## config.mk

```make
export PLATFORM = sky130hd
export DESIGN_NAME = timeout_slot_timer_core
export DESIGN_NICKNAME = d
export VERILOG_FILES = /design/src/tst_pkg.sv /design/src/timeout_slot_timer_core.sv /design/src/tst_front.sv /design/src/tst_queue.sv /design/src/tst_back.sv
export SDC_FILE = /design/constraint.sdc
export NUM_CORES = 1
export LEC_CHECK = 0
export BUFFER_PORTS_ARGS = -buffer_cell sky130_fd_sc_hd__buf_2
export CAP_MARGIN = 20
export CORE_MARGIN = 2
export CORE_UTILIZATION = 45
export CTS_CLUSTER_SIZE = 30
export DETAILED_ROUTE_END_ITERATION = 12
export HOLD_SLACK_MARGIN = 0.06
export PLACE_DENSITY = 0.63
export SYNTH_ARGS = -nofsm -noshare
export SYNTH_HDL_FRONTEND = slang
export SYNTH_SLANG_ARGS = --single-unit
export TNS_END_PERCENT = 1
```

## constraint.sdc

```tcl
create_clock -name i_clk -period 10.4 [get_ports i_clk]
set_input_delay 0 -clock i_clk [delete_from_list [all_inputs] [get_ports i_clk]]
set_output_delay 0 -clock i_clk [all_outputs]
set_load 0.005 [all_outputs]
```

## src/tst_pkg.sv

```systemverilog
// ---------------------------------------------------------------------------
// tst_pkg: shared types and constants of the timeout slot timer
// Field widths, operation and result codes, and the command word that the
// front part hands to the back part through the queue.
// ---------------------------------------------------------------------------
package tst_pkg;

    localparam int MODE_W = 2;
    localparam int DUR_W  = 32;
    localparam int TAG_W  = 8;
    localparam int SLOT_W = 3;
    localparam int KIND_W = 2;
    localparam int TS_W   = 64;
    localparam int INC_W  = 16;

    localparam int NUM_SLOTS_DEF   = 5;
    localparam int QUEUE_DEPTH_DEF = 2;

    localparam logic [INC_W-1:0] INC_RESET = 16'd100;

    localparam logic [MODE_W-1:0] MODE_TICK   = 2'd0;
    localparam logic [MODE_W-1:0] MODE_ARM    = 2'd1;
    localparam logic [MODE_W-1:0] MODE_CANCEL = 2'd2;
    localparam logic [MODE_W-1:0] MODE_READ   = 2'd3;

    localparam logic [KIND_W-1:0] KIND_EXPIRY = 2'd0;
    localparam logic [KIND_W-1:0] KIND_ARM    = 2'd1;
    localparam logic [KIND_W-1:0] KIND_CANCEL = 2'd2;
    localparam logic [KIND_W-1:0] KIND_TIME   = 2'd3;

    typedef struct packed {
        logic [MODE_W-1:0] op;
        logic [DUR_W-1:0]  duration;
        logic [TAG_W-1:0]  tag;
        logic [SLOT_W-1:0] idx;
        logic              idx_ok;
    } t_cmd;

endpackage

```

## src/timeout_slot_timer_core.sv

```systemverilog
// ---------------------------------------------------------------------------
// timeout_slot_timer_core: microsecond timestamp with one-shot timeout slots
// Request words go through an intake stage and a short queue to an
// execution unit that owns the timestamp and the slot table.
// ---------------------------------------------------------------------------
// usage:
//   a request word is taken at a clock edge with start high and busy low;
//   busy is high only while the command queue is full
//   results come one per cycle on the o_ ports, marked by o_valid, and the
//   receiver must take them; o_last flags the final result of a request
//   arm, cancel and read give one result, registered first in the queue and then in the output register
//   a tick gives zero to NUM_SLOTS expiries; the execution unit does the
//   64-bit add, then the deadline compare slot by slot (a single 64-bit
//   comparator walks the table) and then a flush step that releases the
//   final expiry; every other request is done straight from idle
//   the queue absorbs requests that arrive while a tick scan runs
//   the tick increment register is written through i_cfg_we / i_cfg_wdata;
//   the user must write it only while no request is in flight; the block itself does not enforce this
//   reset clears the timestamp, frees every slot, empties the queue and
//   loads an increment of 100
// ---------------------------------------------------------------------------
module timeout_slot_timer_core #(
    parameter int NUM_SLOTS   = tst_pkg::NUM_SLOTS_DEF,
    parameter int QUEUE_DEPTH = tst_pkg::QUEUE_DEPTH_DEF
) (
    input  logic                        i_clk,
    input  logic                        i_rst_n,
    input  logic                        i_cfg_we,
    input  logic [tst_pkg::INC_W-1:0]   i_cfg_wdata,
    input  logic                        start,
    output logic                        busy,
    input  logic [tst_pkg::MODE_W-1:0]  i_mode,
    input  logic [tst_pkg::DUR_W-1:0]   i_duration,
    input  logic [tst_pkg::TAG_W-1:0]   i_handler_tag,
    input  logic [tst_pkg::SLOT_W-1:0]  i_slot_index,
    output logic                        o_valid,
    output logic [tst_pkg::KIND_W-1:0]  o_kind,
    output logic [tst_pkg::SLOT_W-1:0]  o_slot,
    output logic                        o_ok,
    output logic [tst_pkg::TAG_W-1:0]   o_tag_out,
    output logic [tst_pkg::TS_W-1:0]    o_timestamp,
    output logic                        o_last
);
    import tst_pkg::*;

    t_cmd front_cmd;
    t_cmd queue_cmd;
    logic front_push;
    logic queue_full;
    logic queue_valid;
    logic queue_pop;

    tst_front #(
        .NUM_SLOTS (NUM_SLOTS)
    ) u_front (
        .start         (start),
        .busy          (busy),
        .i_mode        (i_mode),
        .i_duration    (i_duration),
        .i_handler_tag (i_handler_tag),
        .i_slot_index  (i_slot_index),
        .i_full        (queue_full),
        .o_push        (front_push),
        .o_cmd         (front_cmd)
    );

    tst_queue #(
        .DEPTH (QUEUE_DEPTH)
    ) u_queue (
        .i_clk   (i_clk),
        .i_rst_n (i_rst_n),
        .i_push  (front_push),
        .i_cmd   (front_cmd),
        .o_full  (queue_full),
        .i_pop   (queue_pop),
        .o_valid (queue_valid),
        .o_cmd   (queue_cmd)
    );

    tst_back #(
        .NUM_SLOTS (NUM_SLOTS)
    ) u_back (
        .i_clk       (i_clk),
        .i_rst_n     (i_rst_n),
        .i_cfg_we    (i_cfg_we),
        .i_cfg_wdata (i_cfg_wdata),
        .i_q_valid   (queue_valid),
        .i_cmd       (queue_cmd),
        .o_q_pop     (queue_pop),
        .o_valid     (o_valid),
        .o_kind      (o_kind),
        .o_slot      (o_slot),
        .o_ok        (o_ok),
        .o_tag_out   (o_tag_out),
        .o_timestamp (o_timestamp),
        .o_last      (o_last)
    );

endmodule

```

## src/tst_front.sv

```systemverilog
// ---------------------------------------------------------------------------
// tst_front: command intake
// Takes a request word when the queue has room and classifies it into a
// command word, checking the cancel index against the slot count.
// ---------------------------------------------------------------------------
module tst_front #(
    parameter int NUM_SLOTS = tst_pkg::NUM_SLOTS_DEF
) (
    input  logic                        start,
    output logic                        busy,
    input  logic [tst_pkg::MODE_W-1:0]  i_mode,
    input  logic [tst_pkg::DUR_W-1:0]   i_duration,
    input  logic [tst_pkg::TAG_W-1:0]   i_handler_tag,
    input  logic [tst_pkg::SLOT_W-1:0]  i_slot_index,
    input  logic                        i_full,
    output logic                        o_push,
    output tst_pkg::t_cmd               o_cmd
);
    import tst_pkg::*;

    localparam logic [SLOT_W:0] SLOT_LIMIT = (SLOT_W+1)'(NUM_SLOTS);

    assign busy   = i_full;
    assign o_push = start & ~i_full;

    always_comb begin
        o_cmd.op       = i_mode;
        o_cmd.duration = i_duration;
        o_cmd.tag      = i_handler_tag;
        o_cmd.idx      = i_slot_index;
        o_cmd.idx_ok   = ({1'b0, i_slot_index} < SLOT_LIMIT);
    end

endmodule

```

## src/tst_queue.sv

```systemverilog
// ---------------------------------------------------------------------------
// tst_queue: command queue
// Small first-in first-out buffer of command words between intake and
// execution, so that each side stalls on its own.
// ---------------------------------------------------------------------------
module tst_queue #(
    parameter int DEPTH = tst_pkg::QUEUE_DEPTH_DEF
) (
    input  logic          i_clk,
    input  logic          i_rst_n,
    input  logic          i_push,
    input  tst_pkg::t_cmd i_cmd,
    output logic          o_full,
    input  logic          i_pop,
    output logic          o_valid,
    output tst_pkg::t_cmd o_cmd
);
    import tst_pkg::*;

    localparam int PTR_W = (DEPTH > 1) ? $clog2(DEPTH) : 1;
    localparam int CNT_W = $clog2(DEPTH + 1);
    localparam logic [PTR_W-1:0] PTR_LAST = PTR_W'(DEPTH - 1);
    localparam logic [CNT_W-1:0] CNT_FULL = CNT_W'(DEPTH);

    t_cmd             r_mem [DEPTH];
    logic [PTR_W-1:0] r_wr_ptr;
    logic [PTR_W-1:0] r_rd_ptr;
    logic [CNT_W-1:0] r_count;
    logic             do_push;
    logic             do_pop;

    assign o_full  = (r_count == CNT_FULL);
    assign o_valid = (r_count != '0);
    assign o_cmd   = r_mem[r_rd_ptr];
    assign do_push = i_push & ~o_full;
    assign do_pop  = i_pop & o_valid;

    always_ff @(posedge i_clk) begin
        if (!i_rst_n) begin
            r_wr_ptr <= '0;
            r_rd_ptr <= '0;
            r_count  <= '0;
        end else begin
            if (do_push) begin
                r_wr_ptr <= (r_wr_ptr == PTR_LAST) ? '0 : r_wr_ptr + PTR_W'(1);
            end
            if (do_pop) begin
                r_rd_ptr <= (r_rd_ptr == PTR_LAST) ? '0 : r_rd_ptr + PTR_W'(1);
            end
            if (do_push && !do_pop) begin
                r_count <= r_count + CNT_W'(1);
            end else if (do_pop && !do_push) begin
                r_count <= r_count - CNT_W'(1);
            end
        end
    end

    always_ff @(posedge i_clk) begin
        if (do_push) begin
            r_mem[r_wr_ptr] <= i_cmd;
        end
    end

endmodule

```

## src/tst_back.sv

```systemverilog
// ---------------------------------------------------------------------------
// tst_back: command execution
// Holds the timestamp and the slot table, runs arm, cancel and read from
// idle and a tick as an add, a one-slot-per-cycle scan and a flush.
// ---------------------------------------------------------------------------
module tst_back #(
    parameter int NUM_SLOTS = tst_pkg::NUM_SLOTS_DEF
) (
    input  logic                        i_clk,
    input  logic                        i_rst_n,
    input  logic                        i_cfg_we,
    input  logic [tst_pkg::INC_W-1:0]   i_cfg_wdata,
    input  logic                        i_q_valid,
    input  tst_pkg::t_cmd               i_cmd,
    output logic                        o_q_pop,
    output logic                        o_valid,
    output logic [tst_pkg::KIND_W-1:0]  o_kind,
    output logic [tst_pkg::SLOT_W-1:0]  o_slot,
    output logic                        o_ok,
    output logic [tst_pkg::TAG_W-1:0]   o_tag_out,
    output logic [tst_pkg::TS_W-1:0]    o_timestamp,
    output logic                        o_last
);
    import tst_pkg::*;

    localparam int IDX_W = (NUM_SLOTS > 1) ? $clog2(NUM_SLOTS) : 1;
    localparam logic [IDX_W-1:0] LAST_IDX = IDX_W'(NUM_SLOTS - 1);

    localparam logic [1:0] ST_IDLE  = 2'd0;
    localparam logic [1:0] ST_SCAN  = 2'd1;
    localparam logic [1:0] ST_FLUSH = 2'd2;

    logic [INC_W-1:0]     r_inc;
    logic [TS_W-1:0]      r_now;
    logic [NUM_SLOTS-1:0] r_armed;
    logic [TS_W-1:0]      r_deadline [NUM_SLOTS];
    logic [TAG_W-1:0]     r_tag [NUM_SLOTS];
    logic [1:0]           r_state;
    logic [IDX_W-1:0]     r_idx;
    logic                 r_hold_v;
    logic [IDX_W-1:0]     r_hold_slot;
    logic [TAG_W-1:0]     r_hold_tag;

    logic                 r_out_valid;
    logic [KIND_W-1:0]    r_out_kind;
    logic [SLOT_W-1:0]    r_out_slot;
    logic                 r_out_ok;
    logic [TAG_W-1:0]     r_out_tag;
    logic                 r_out_last;

    logic                 n_out_valid;
    logic [KIND_W-1:0]    n_out_kind;
    logic [SLOT_W-1:0]    n_out_slot;
    logic                 n_out_ok;
    logic [TAG_W-1:0]     n_out_tag;
    logic                 n_out_last;

    logic                 free_found;
    logic [IDX_W-1:0]     free_idx;
    logic [IDX_W-1:0]     cancel_idx;
    logic                 scan_due;
    logic                 fire;
    logic                 arm_take;
    logic                 cancel_hit;

    // lowest free slot
    always_comb begin
        free_found = 1'b0;
        free_idx   = '0;
        for (int i = NUM_SLOTS - 1; i >= 0; i--) begin
            if (!r_armed[i]) begin
                free_found = 1'b1;
                free_idx   = IDX_W'(i);
            end
        end
    end

    assign cancel_idx = i_cmd.idx[IDX_W-1:0];
    assign o_q_pop    = (r_state == ST_IDLE) && i_q_valid;
    assign scan_due   = r_armed[r_idx] && (r_deadline[r_idx] < r_now);
    assign fire       = (r_state == ST_SCAN) && scan_due;
    assign arm_take   = o_q_pop && (i_cmd.op == MODE_ARM) && free_found;
    assign cancel_hit = o_q_pop && (i_cmd.op == MODE_CANCEL) && i_cmd.idx_ok;

    // a fired slot is held until the next one fires or the flush, so that the final expiry can carry last
    always_comb begin
        n_out_valid = 1'b0;
        n_out_kind  = KIND_EXPIRY;
        n_out_slot  = '0;
        n_out_ok    = 1'b1;
        n_out_tag   = '0;
        n_out_last  = 1'b1;
        unique case (r_state)
            ST_IDLE: begin
                if (i_q_valid) begin
                    unique case (i_cmd.op)
                        MODE_TICK: begin
                            n_out_valid = 1'b0;
                        end
                        MODE_ARM: begin
                            n_out_valid = 1'b1;
                            n_out_kind  = KIND_ARM;
                            n_out_slot  = free_found ? SLOT_W'(free_idx) : '0;
                            n_out_ok    = free_found;
                        end
                        MODE_CANCEL: begin
                            n_out_valid = 1'b1;
                            n_out_kind  = KIND_CANCEL;
                            n_out_slot  = i_cmd.idx;
                            n_out_ok    = i_cmd.idx_ok;
                        end
                        MODE_READ: begin
                            n_out_valid = 1'b1;
                            n_out_kind  = KIND_TIME;
                        end
                        default: begin
                            n_out_valid = 1'b0;
                        end
                    endcase
                end
            end
            ST_SCAN: begin
                n_out_valid = fire && r_hold_v;
                n_out_slot  = SLOT_W'(r_hold_slot);
                n_out_tag   = r_hold_tag;
                n_out_last  = 1'b0;
            end
            ST_FLUSH: begin
                n_out_valid = r_hold_v;
                n_out_slot  = SLOT_W'(r_hold_slot);
                n_out_tag   = r_hold_tag;
            end
            default: begin
                n_out_valid = 1'b0;
            end
        endcase
    end

    always_ff @(posedge i_clk) begin
        if (!i_rst_n) begin
            r_inc       <= INC_RESET;
            r_now       <= '0;
            r_armed     <= '0;
            r_state     <= ST_IDLE;
            r_idx       <= '0;
            r_hold_v    <= 1'b0;
            r_out_valid <= 1'b0;
        end else begin
            if (i_cfg_we) begin
                r_inc <= i_cfg_wdata;
            end
            r_out_valid <= n_out_valid;
            if (arm_take) begin
                r_armed[free_idx] <= 1'b1;
            end
            if (cancel_hit) begin
                r_armed[cancel_idx] <= 1'b0;
            end
            if (fire) begin
                r_armed[r_idx] <= 1'b0;
            end
            unique case (r_state)
                ST_IDLE: begin
                    if (o_q_pop && (i_cmd.op == MODE_TICK)) begin
                        r_now   <= r_now + TS_W'(r_inc);
                        r_idx   <= '0;
                        r_state <= ST_SCAN;
                    end
                end
                ST_SCAN: begin
                    if (fire) begin
                        r_hold_v <= 1'b1;
                    end
                    if (r_idx == LAST_IDX) begin
                        r_state <= ST_FLUSH;
                    end else begin
                        r_idx <= r_idx + IDX_W'(1);
                    end
                end
                ST_FLUSH: begin
                    r_hold_v <= 1'b0;
                    r_state  <= ST_IDLE;
                end
                default: begin
                    r_state <= ST_IDLE;
                end
            endcase
        end
    end

    always_ff @(posedge i_clk) begin
        if (arm_take) begin
            r_deadline[free_idx] <= r_now + TS_W'(i_cmd.duration);
            r_tag[free_idx]      <= i_cmd.tag;
        end
        if (fire) begin
            r_hold_slot <= r_idx;
            r_hold_tag  <= r_tag[r_idx];
        end
        r_out_kind <= n_out_kind;
        r_out_slot <= n_out_slot;
        r_out_ok   <= n_out_ok;
        r_out_tag  <= n_out_tag;
        r_out_last <= n_out_last;
    end

    assign o_valid     = r_out_valid;
    assign o_kind      = r_out_kind;
    assign o_slot      = r_out_slot;
    assign o_ok        = r_out_ok;
    assign o_tag_out   = r_out_tag;
    assign o_last      = r_out_last;
    assign o_timestamp = r_now;

`ifndef SYNTH
    a_idle_no_hold: assert property (@(posedge i_clk) disable iff (!i_rst_n)
        (r_state == ST_IDLE) |-> !r_hold_v)
        else $error("held expiry left over in idle");

    a_single_last: assert property (@(posedge i_clk) disable iff (!i_rst_n)
        (r_out_valid && (r_out_kind != KIND_EXPIRY)) |-> r_out_last)
        else $error("single answer without last");

    a_expiry_ok: assert property (@(posedge i_clk) disable iff (!i_rst_n)
        (r_out_valid && (r_out_kind == KIND_EXPIRY)) |-> r_out_ok)
        else $error("expiry without ok");

    a_fire_frees: assert property (@(posedge i_clk) disable iff (!i_rst_n)
        fire |=> (r_armed[$past(r_idx)] == 1'b0))
        else $error("fired slot still armed");
`endif

endmodule
```

==> metrics.md, run 1 <==
| Metric | Value |
|---|---|
| Sequential share of the synthesized area | `60.0%` |
| Largest net degree at the start of global routing | `85` |
| RSZ-0062 raised after global routing | `false` |
| Top cell type's share of synthesized area | `51.5%` |
| Setup TNS | `0 ns` |
| Post-route cell area | `31400 um2` |
| Total number of vias | `17600` |
| Routed WL | `68.2 mm` |
| Gp weighted congestion | `0.868` |
| Synth Flop Type | `edfxtp_1` |
| Register-to-register setup slack | `5.31 ns` |
| Placed Area | `28600 um2` |
| Residual DRC | `0` |
| DP HPWL | `44.7 mm` |
| Final worst slack | `5.31 ns` |
| Post-synth EDFFs | `463` |
| Max stage delay on crit path | `0.81 ns` |
| N_diodes | `0` |
| Inst Count DP | `2840` |
| Cell taking the most area after synthesis | `edfxtp_1` |
| Synth Register Bits | `578` |
| Row count | `89` |
| Vias per Instance | `5.78` |
| Clock network latency to the later pin of the worst-skew pair | `0.64 ns` |
| CTS H-tree lvls | `2` |
| ANT nets after route | `0` |
| Cells on worst reg2reg path | `11` |
| Pins Over Slew Limit | `0` |
| Fillers | `4850` |
| Syn nets | `2174` |
| Largest family of logic cells by synthesized area | `multiplexers` |
| Compound-Gate Fraction of Synth Area | `8.31%` |
| Layout cells sized above 1 | `20.9%` |
| Simple-gate share of the synthesized area | `8.23%` |
| Synthesis-to-finish area growth | `16.4%` |
| Chip height | `249 um` |
| I/O pins | `146` |
| First-pass DRT Iterations | `5` |
| Root Buffer | `clkbuf_16` |
| Maximum vdd drop | `0.140 mV` |
| Hold/Removal Path Class | `input pin to flop` |
| Final hold viol count | `0` |
| Ys async rst share | `0%` |
| Cells after synthesis | `1985` |
| Post-layout min period | `5.09 ns` |
| DRT iter0 DRCs | `1408` |
| DP Worst Slack | `5.22 ns` |
| Crit Reg-Reg Endpoint | `u_back.r_hold_tag[5]` |
| Crit Path Class | `flop to flop` |
| CP Capture Type | `flop` |
| Crit path required time | `10.71 ns` |
| Status | `complete, no violations` |
| Clock skew | `0.0243 ns` |
| Critical-path cell list | `buf_4, mux4_2, mux2_2, ha_1, nand4_1, or4_1, a211oi_1, o31ai_1, nor3b_2, o211ai_2, inv_1` |
| Crit path max fanout | `35` |
| Worst Hold Launch | `i_handler_tag[3]` |
| Hold depth | `2` |
| Die area | `62000 um2` |
| MaxCap Viol Count | `0` |
| Adder-cell share of the synthesized area | `5.80%` |
| XOR/XNOR share of the synthesized area | `2.17%` |
| Routed len/inst | `22.4 um` |
| Final Setup Violations | `0` |
| Max frequency | `0.196 GHz` |
| I/O Buffers | `145` |
| Leakage | `10.7 nW` |
| Post-Layout Cell Count | `3037` |
| Period utilization | `49.0%` |
| Core area | `59100 um2` |
| Initial Util | `45.7%` |
| Sink Count | `578` |
| CTS clk-pin slew, worst paths | `0.06 ns` |
| Hold endpoint | `u_queue.r_mem[1][7]` |
| TritonCTS clock tree | `built` |
| Die Wd | `249 um` |
| Power Dens Cells | `192 nW/um2` |
| Post_cts resized | `0` |
| First-pass GRT wire length | `105 mm` |
| Clock buffer depth | `3` |
| Worst slew pin tran | `1.12 ns` |
| Vias in the first global route | `17800` |
| CP arrival | `5.40 ns` |
| Critical Path Slowest Stage Cell | `dfxtp_4` |
| TritonCTS Buffers | `60` |
| Fin util | `53.1%` |
| Initial antenna violation count | `3` |
| Count of different cell masters after synthesis | `78` |
| Syn_area_per_cell | `13.6 um2` |
| Ys Warns | `0` |
| Worst rel slew slack | `25.2%` |
| Post-synthesis mux area share | `12.9%` |
| CP Launch Type | `flop` |
| Mapped Area | `27000 um2` |
| Total Nets Final | `2403` |
| Global-route usage over all layers | `21.8%` |
| Gr ovfl total | `0` |
| Top cells by area, synth | `edfxtp_1, dfxtp_1, mux4_2` |
[final cells by class]
| type | instances | area, um2 | share of cell area (%) |
|---|---|---|---|
| timing repair buffer | 253 | 1770 | 5.62 |
| multi-input combinational | 1225 | 10200 | 32.3 |
| clock inverter | 28 | 273 | 0.868 |
| clock buffer | 84 | 1680 | 5.35 |
| inverter | 96 | 360 | 1.15 |
| tap | 773 | 967 | 3.08 |
| sequential | 578 | 16200 | 51.6 |
[worst max-delay path by stage]
stage / slack, ns / from / to / cells past startpoint
6_report: 5.31 / flop / u_back.r_hold_tag[5] / 11
5_1_grt: 4.86 / flop / u_back.r_hold_slot[1] / 11
4_1_cts: 5.19 / flop / u_back.r_hold_slot[1] / 11
3_5_place_dp: 5.22 / flop / u_back.r_hold_tag[2] / 11
3_3_place_gp: 5.28 / flop / u_back.r_hold_tag[3] / 11
2_1_floorplan: 2.97 / flop / u_back.r_armed[4] / 9
[metal layers]
metal	track usage, %	vias to the layer above	wire, um
li1	-	8079	-
met1	29.4	8782	29300
met2	36.2	580	32700
met3	4.10	109	4520
met4	6.25	4	1600
met5	0	-	23
[where the power goes]
part | switching [mW] | total (mW) | internal (mW)
clock network | 0.891 | 2.12 | 1.23
registers | 0.0763 | 2.85 | 2.77
logic | 0.625 | 1.07 | 0.444
total | 1.59 | 6.04 | 4.44
[registers in the layout (all words and copies together), names as in the netlist, 2 cells and up, named ones only]
register / cells
u_back.o_kind: 2
u_back.o_slot: 3
u_back.o_tag_out: 8
u_back.o_timestamp: 64
u_back.r_armed: 5
u_back.r_deadline: 320
u_back.r_hold_slot: 3
u_back.r_hold_tag: 8
u_back.r_idx: 3
u_back.r_inc: 16
u_back.r_state: 2
u_back.r_tag: 40
u_queue.r_count: 2
u_queue.r_mem: 92
[logic make-up after synthesis]
| kind of cell | count (synthesis) |
|---|---|
| flip-flops | 578 |
| AND/OR/NAND/NOR | 449 |
| AO/OA/AOI/OAI | 341 |
| multiplexers | 244 |
| buffers and inverters | 182 |
| adder cells (fa/ha/maj) | 124 |
| XOR/XNOR | 67 |
[synth_stat cells, types with 15 or more instances]
| library cell | instances |
|---|---|
| a21oi_1 | 128 |
| mux2i_1 | 59 |
| and3_1 | 19 |
| ha_1 | 122 |
| nor2_1 | 67 |
| xnor2_1 | 56 |
| mux2_2 | 113 |
| buf_1 | 15 |
| clkbuf_1 | 60 |
| mux4_2 | 72 |
| inv_1 | 94 |
| nand4_1 | 28 |
| o21ai_0 | 49 |
| a211oi_1 | 19 |
| nand2_1 | 172 |
| a21o_1 | 23 |
| dfxtp_1 | 115 |
| nand3_1 | 43 |
| edfxtp_1 | 463 |
| nor3_1 | 29 |
| nor4_1 | 15 |
[placed cells by master, fill, tap and decap left out, drive strengths merged, types with 56 or more instances in the layout]
cell type / netlist / final
a21oi: 129 / 129
buf: 24 / 168
clkbuf: 62 / 85
dfxtp: 115 / 115
dlygate4sd3: 0 / 84
edfxtp: 463 / 463
ha: 122 / 122
inv: 94 / 95
mux2: 113 / 113
mux2i: 59 / 59
mux4: 72 / 72
nand2: 172 / 172
nor2: 67 / 67
xnor2: 56 / 56
[critical path, delay by kind of cell, from the launching register on]
family          cells  cell delay, ns
simple gates        3            0.99
flops               1            0.81
mux                 2            0.87
buf+inv             2            1.09
fa+ha+maj           1            0.31
compound gates      3            0.68
[metrics by stage]
stage | total power, mW | hold slack [ns]
CTS | 6.08 | 0.0611
global route | 6.29 | 0.0748
detailed placement | 3.93 | 0.194
global placement | 3.90 | 0.187
finish | 6.04 | 0.0896
floorplan | 3.61 | 0.0989
[timing repair]
action / 4_1_cts / 5_1_grt
setup buffers: 0 / 0
hold buffers: 84 / 0
hold endpoints to repair: 151 / 0
Power figures use the tool's default switching activity.
==> run 2: changes to the inputs <==
Settings changed: PLACE_DENSITY 0.63 to 0.65.
Clock period 10.4 ns to 4.2 ns, I/O delays scaled along.
==> run 2 against run 1 <==
  * Non-clock buffer count grew 45
  * Final area grew 2.3%
  * First-iteration DRC count shrank 11%
  * Setup slack lost 5.1 ns
  * Combinational power grew to 2.6 times the previous value
  * Worst hold slack lost 0.0036 ns
  * Final cell count grew 1.5%
  * Clock power grew to 2.7 times the previous value
  * Sequential power grew 150%
  * Highest routed layer is now met4
==> metrics.md, run 2 (synthesis results as in run 1) <==
| Metric | Value |
|---|---|
| Status | `complete, no violations` |
| Crit Reg-Reg Endpoint | `u_back.o_valid` |
| Register-to-register setup slack | `0.20 ns (-5.11 ns)` |
| CP Capture Type | `flop` |
| Worst slew pin tran | `0.954 ns (-0.164 ns)` |
| Residual DRC | `0 (unchanged)` |
| Crit Path Class | `flop to flop` |
| CTS H-tree lvls | `2 (unchanged)` |
| CTS clk-pin slew, worst paths | `0.06 ns (about the same)` |
| Vias per Instance | `5.74 (-0.72%)` |
| CP top delay family | `compound AO/OA/AOI/OAI gates` |
| Core area | `59100 um2 (unchanged)` |
| First-pass GRT wire length | `105 mm (+0.42%)` |
| Clock network latency to the later pin of the worst-skew pair | `0.65 ns (about the same)` |
| RSZ-0062 raised after global routing | `false` |
| CP arrival | `4.49 ns (-0.91 ns)` |
| Sink Count | `578 (unchanged)` |
| Leakage | `11.1 nW (+3.0%)` |
| TritonCTS Buffers | `60 (unchanged)` |
| Chip height | `249 um (unchanged)` |
| Fillers | `4781 (-1.4%)` |
| I/O Buffers | `145 (unchanged)` |
| Max frequency | `0.250 GHz (+27%)` |
| Worst rel slew slack | `36.4% (+11 points)` |
| Max stage delay on crit path | `0.53 ns (-0.28 ns)` |
| Hold endpoint | `u_queue.r_mem[0][26]` |
| Power Dens Cells | `480 nW/um2 (+150%)` |
| Die area | `62000 um2 (unchanged)` |
| CP bufs+invs | `2 (unchanged)` |
| Initial antenna violation count | `0 (-3)` |
| Largest net degree at the start of global routing | `92 (+8.2%)` |
| Post-CTS repair timing setup buffer count | `0 (unchanged)` |
| Final hold viol count | `0 (unchanged)` |
| DRT iter0 DRCs | `1255 (-11%)` |
| ANT nets after route | `0 (unchanged)` |
| TritonCTS clock tree | `built` |
| Total Nets Final | `2448 (+1.9%)` |
| Routed WL | `68.1 mm (about the same)` |
| MaxCap Viol Count | `0 (unchanged)` |
| Crit path required time | `4.69 ns (-6.02 ns)` |
| N_diodes | `0 (unchanged)` |
| Hold depth | `2 (unchanged)` |
| Layout cells sized above 1 | `22.2% (+1.3 points)` |
| Cell mode on critical path | `a21o_1` |
| Pins Over Slew Limit | `0 (unchanged)` |
| Commonest non-fill, non-tap cell in the layout | `edfxtp_1` |
| Root Buffer | `clkbuf_16` |
| Post-layout min period | `4.00 ns (-1.09 ns)` |
| Initial Util | `45.7% (unchanged)` |
| Biggest register | `u_back.r_deadline` |
| Clock skew | `0.0279 ns (+0.00351 ns)` |
| CP Launch Type | `flop` |
| Largest register FFs | `320 (unchanged)` |
| Critical Path Slowest Stage Cell | `mux4_2` |
| Routed len/inst | `22.1 um (-1.6%)` |
| Maximum vdd drop | `0.413 mV (+190%)` |
| Row count | `89 (unchanged)` |
| Gr ovfl total | `0 (unchanged)` |
| I/O pins | `146 (unchanged)` |
| Worst Hold Launch | `i_duration[14]` |
| Most frequent cells in the layout | `edfxtp_1, nand2_1, buf_2` |
| Gp weighted congestion | `0.887 (+2.2%)` |
| Vias in the first global route | `18000 (+1.0%)` |
| Global-route usage over all layers | `21.9% (+0.036 points)` |
| DP HPWL | `45.5 mm (+1.7%)` |
| Fin util | `54.4% (+1.2 points)` |
| Die Wd | `249 um (unchanged)` |
| Critical-path cell list | `buf_12, mux4_2, mux2_2, ha_1, a21o_1, a32oi_1, nand4_1, a21o_1, a21oi_2, o211ai_2, buf_4, a2111oi_2` |
| Period utilization | `95.3% (+46 points)` |
| Cells on worst reg2reg path | `12 (+1)` |
| Crit path max fanout | `20 (-43%)` |
| Hold/Removal Path Class | `input pin to flop` |
| Clock buffer depth | `3 (unchanged)` |
| First-pass DRT Iterations | `5 (unchanged)` |
| Total number of vias | `17700 (+0.82%)` |
| Pwr Total | `15.4 mW (+160%)` |
| Synthesis-to-finish area growth | `19.0%` |
| Final Setup Violations | `0 (unchanged)` |
-- run 2: cell count changes in the layout (fill, tap and decap cells not counted), moves of 3 or more --
cell	before	now
bufinv_16	4	9
dlygate4sd3_1	84	100
buf_4	24	40
clkinv_1	8	5
buf_12	0	13
clkinvlp_4	2	6
clkbuf_1	16	11
-- run 2: area by class of cell --
| type | count | area, um2 | area share [%] |
|---|---|---|---|
| clock inverter | 34 | 468 | 1.46 |
| multi-input combinational | 1225 | 10200 | 31.6 |
| timing repair buffer | 298 | 2290 | 7.14 |
| inverter | 96 | 360 | 1.12 |
| tap | 773 | 967 | 3.01 |
| sequential | 578 | 16200 | 50.4 |
| clock buffer | 80 | 1670 | 5.19 |
-- run 2: worst max-delay path by stage --
| stage | start | end | cells past startpoint | slack [ns] |
|---|---|---|---|---|
| floorplan | flop | u_back.r_deadline[2][0] | 6 | -1.07 |
| finish | flop | u_back.o_valid | 12 | 0.20 |
| global route | flop | u_back.r_deadline[3][51] | 11 | 0.004 |
| global placement | flop | u_back.o_valid | 12 | -0.09 |
| detailed placement | flop | u_back.o_valid | 12 | -0.09 |
| CTS | flop | u_back.o_valid | 12 | 0.05 |
-- run 2: timing repair --
item / CTS / global route
pin swaps: 0 / 0
gates resized for setup: 1 / 2
hold buffers: 100 / 0
endpoints found under the setup margin: 1 / 12
gates cloned: 0 / 0
endpoints found under the hold margin: 139 / 0
-- run 2: report_power, final --
part / internal [mW] / switching, mW / leakage [nW]
Clock: 3.36 / 2.28 / 1.03
Combinational: 1.15 / 1.60 / 5.13
Sequential: 6.87 / 0.172 / 4.90
Total: 11.4 / 4.05 / 11.1
-- run 2: stage by stage --
stage | setup WS [ns] | area [um2] | cells | TNS [ns] | hold slack (ns)
finish | 0.198 | 32100 | 3084 | 0 | 0.0860
global placement | -0.0901 | 29000 | 2870 | -0.0901 | 0.188
detailed placement | -0.0896 | 29000 | 2870 | -0.0896 | 0.192
CTS | 0.0501 | 32100 | 3084 | 0 | 0.0613
floorplan | -1.07 | 27000 | 1985 | -300.00 | 0.0989
global route | 0.00427 | 32100 | 3084 | 0 | 0.0874
-- run 2: per-layer routing --
metal  vias to the layer above  global-route usage [%]  share of wire, %
met5                         -                       0                 0
met4                         0                    6.25               2.3
met3                       110                    3.48               6.6
met2                       652                    37.5                49
met1                      8744                    28.9                42
li1                       8192                       -                 -
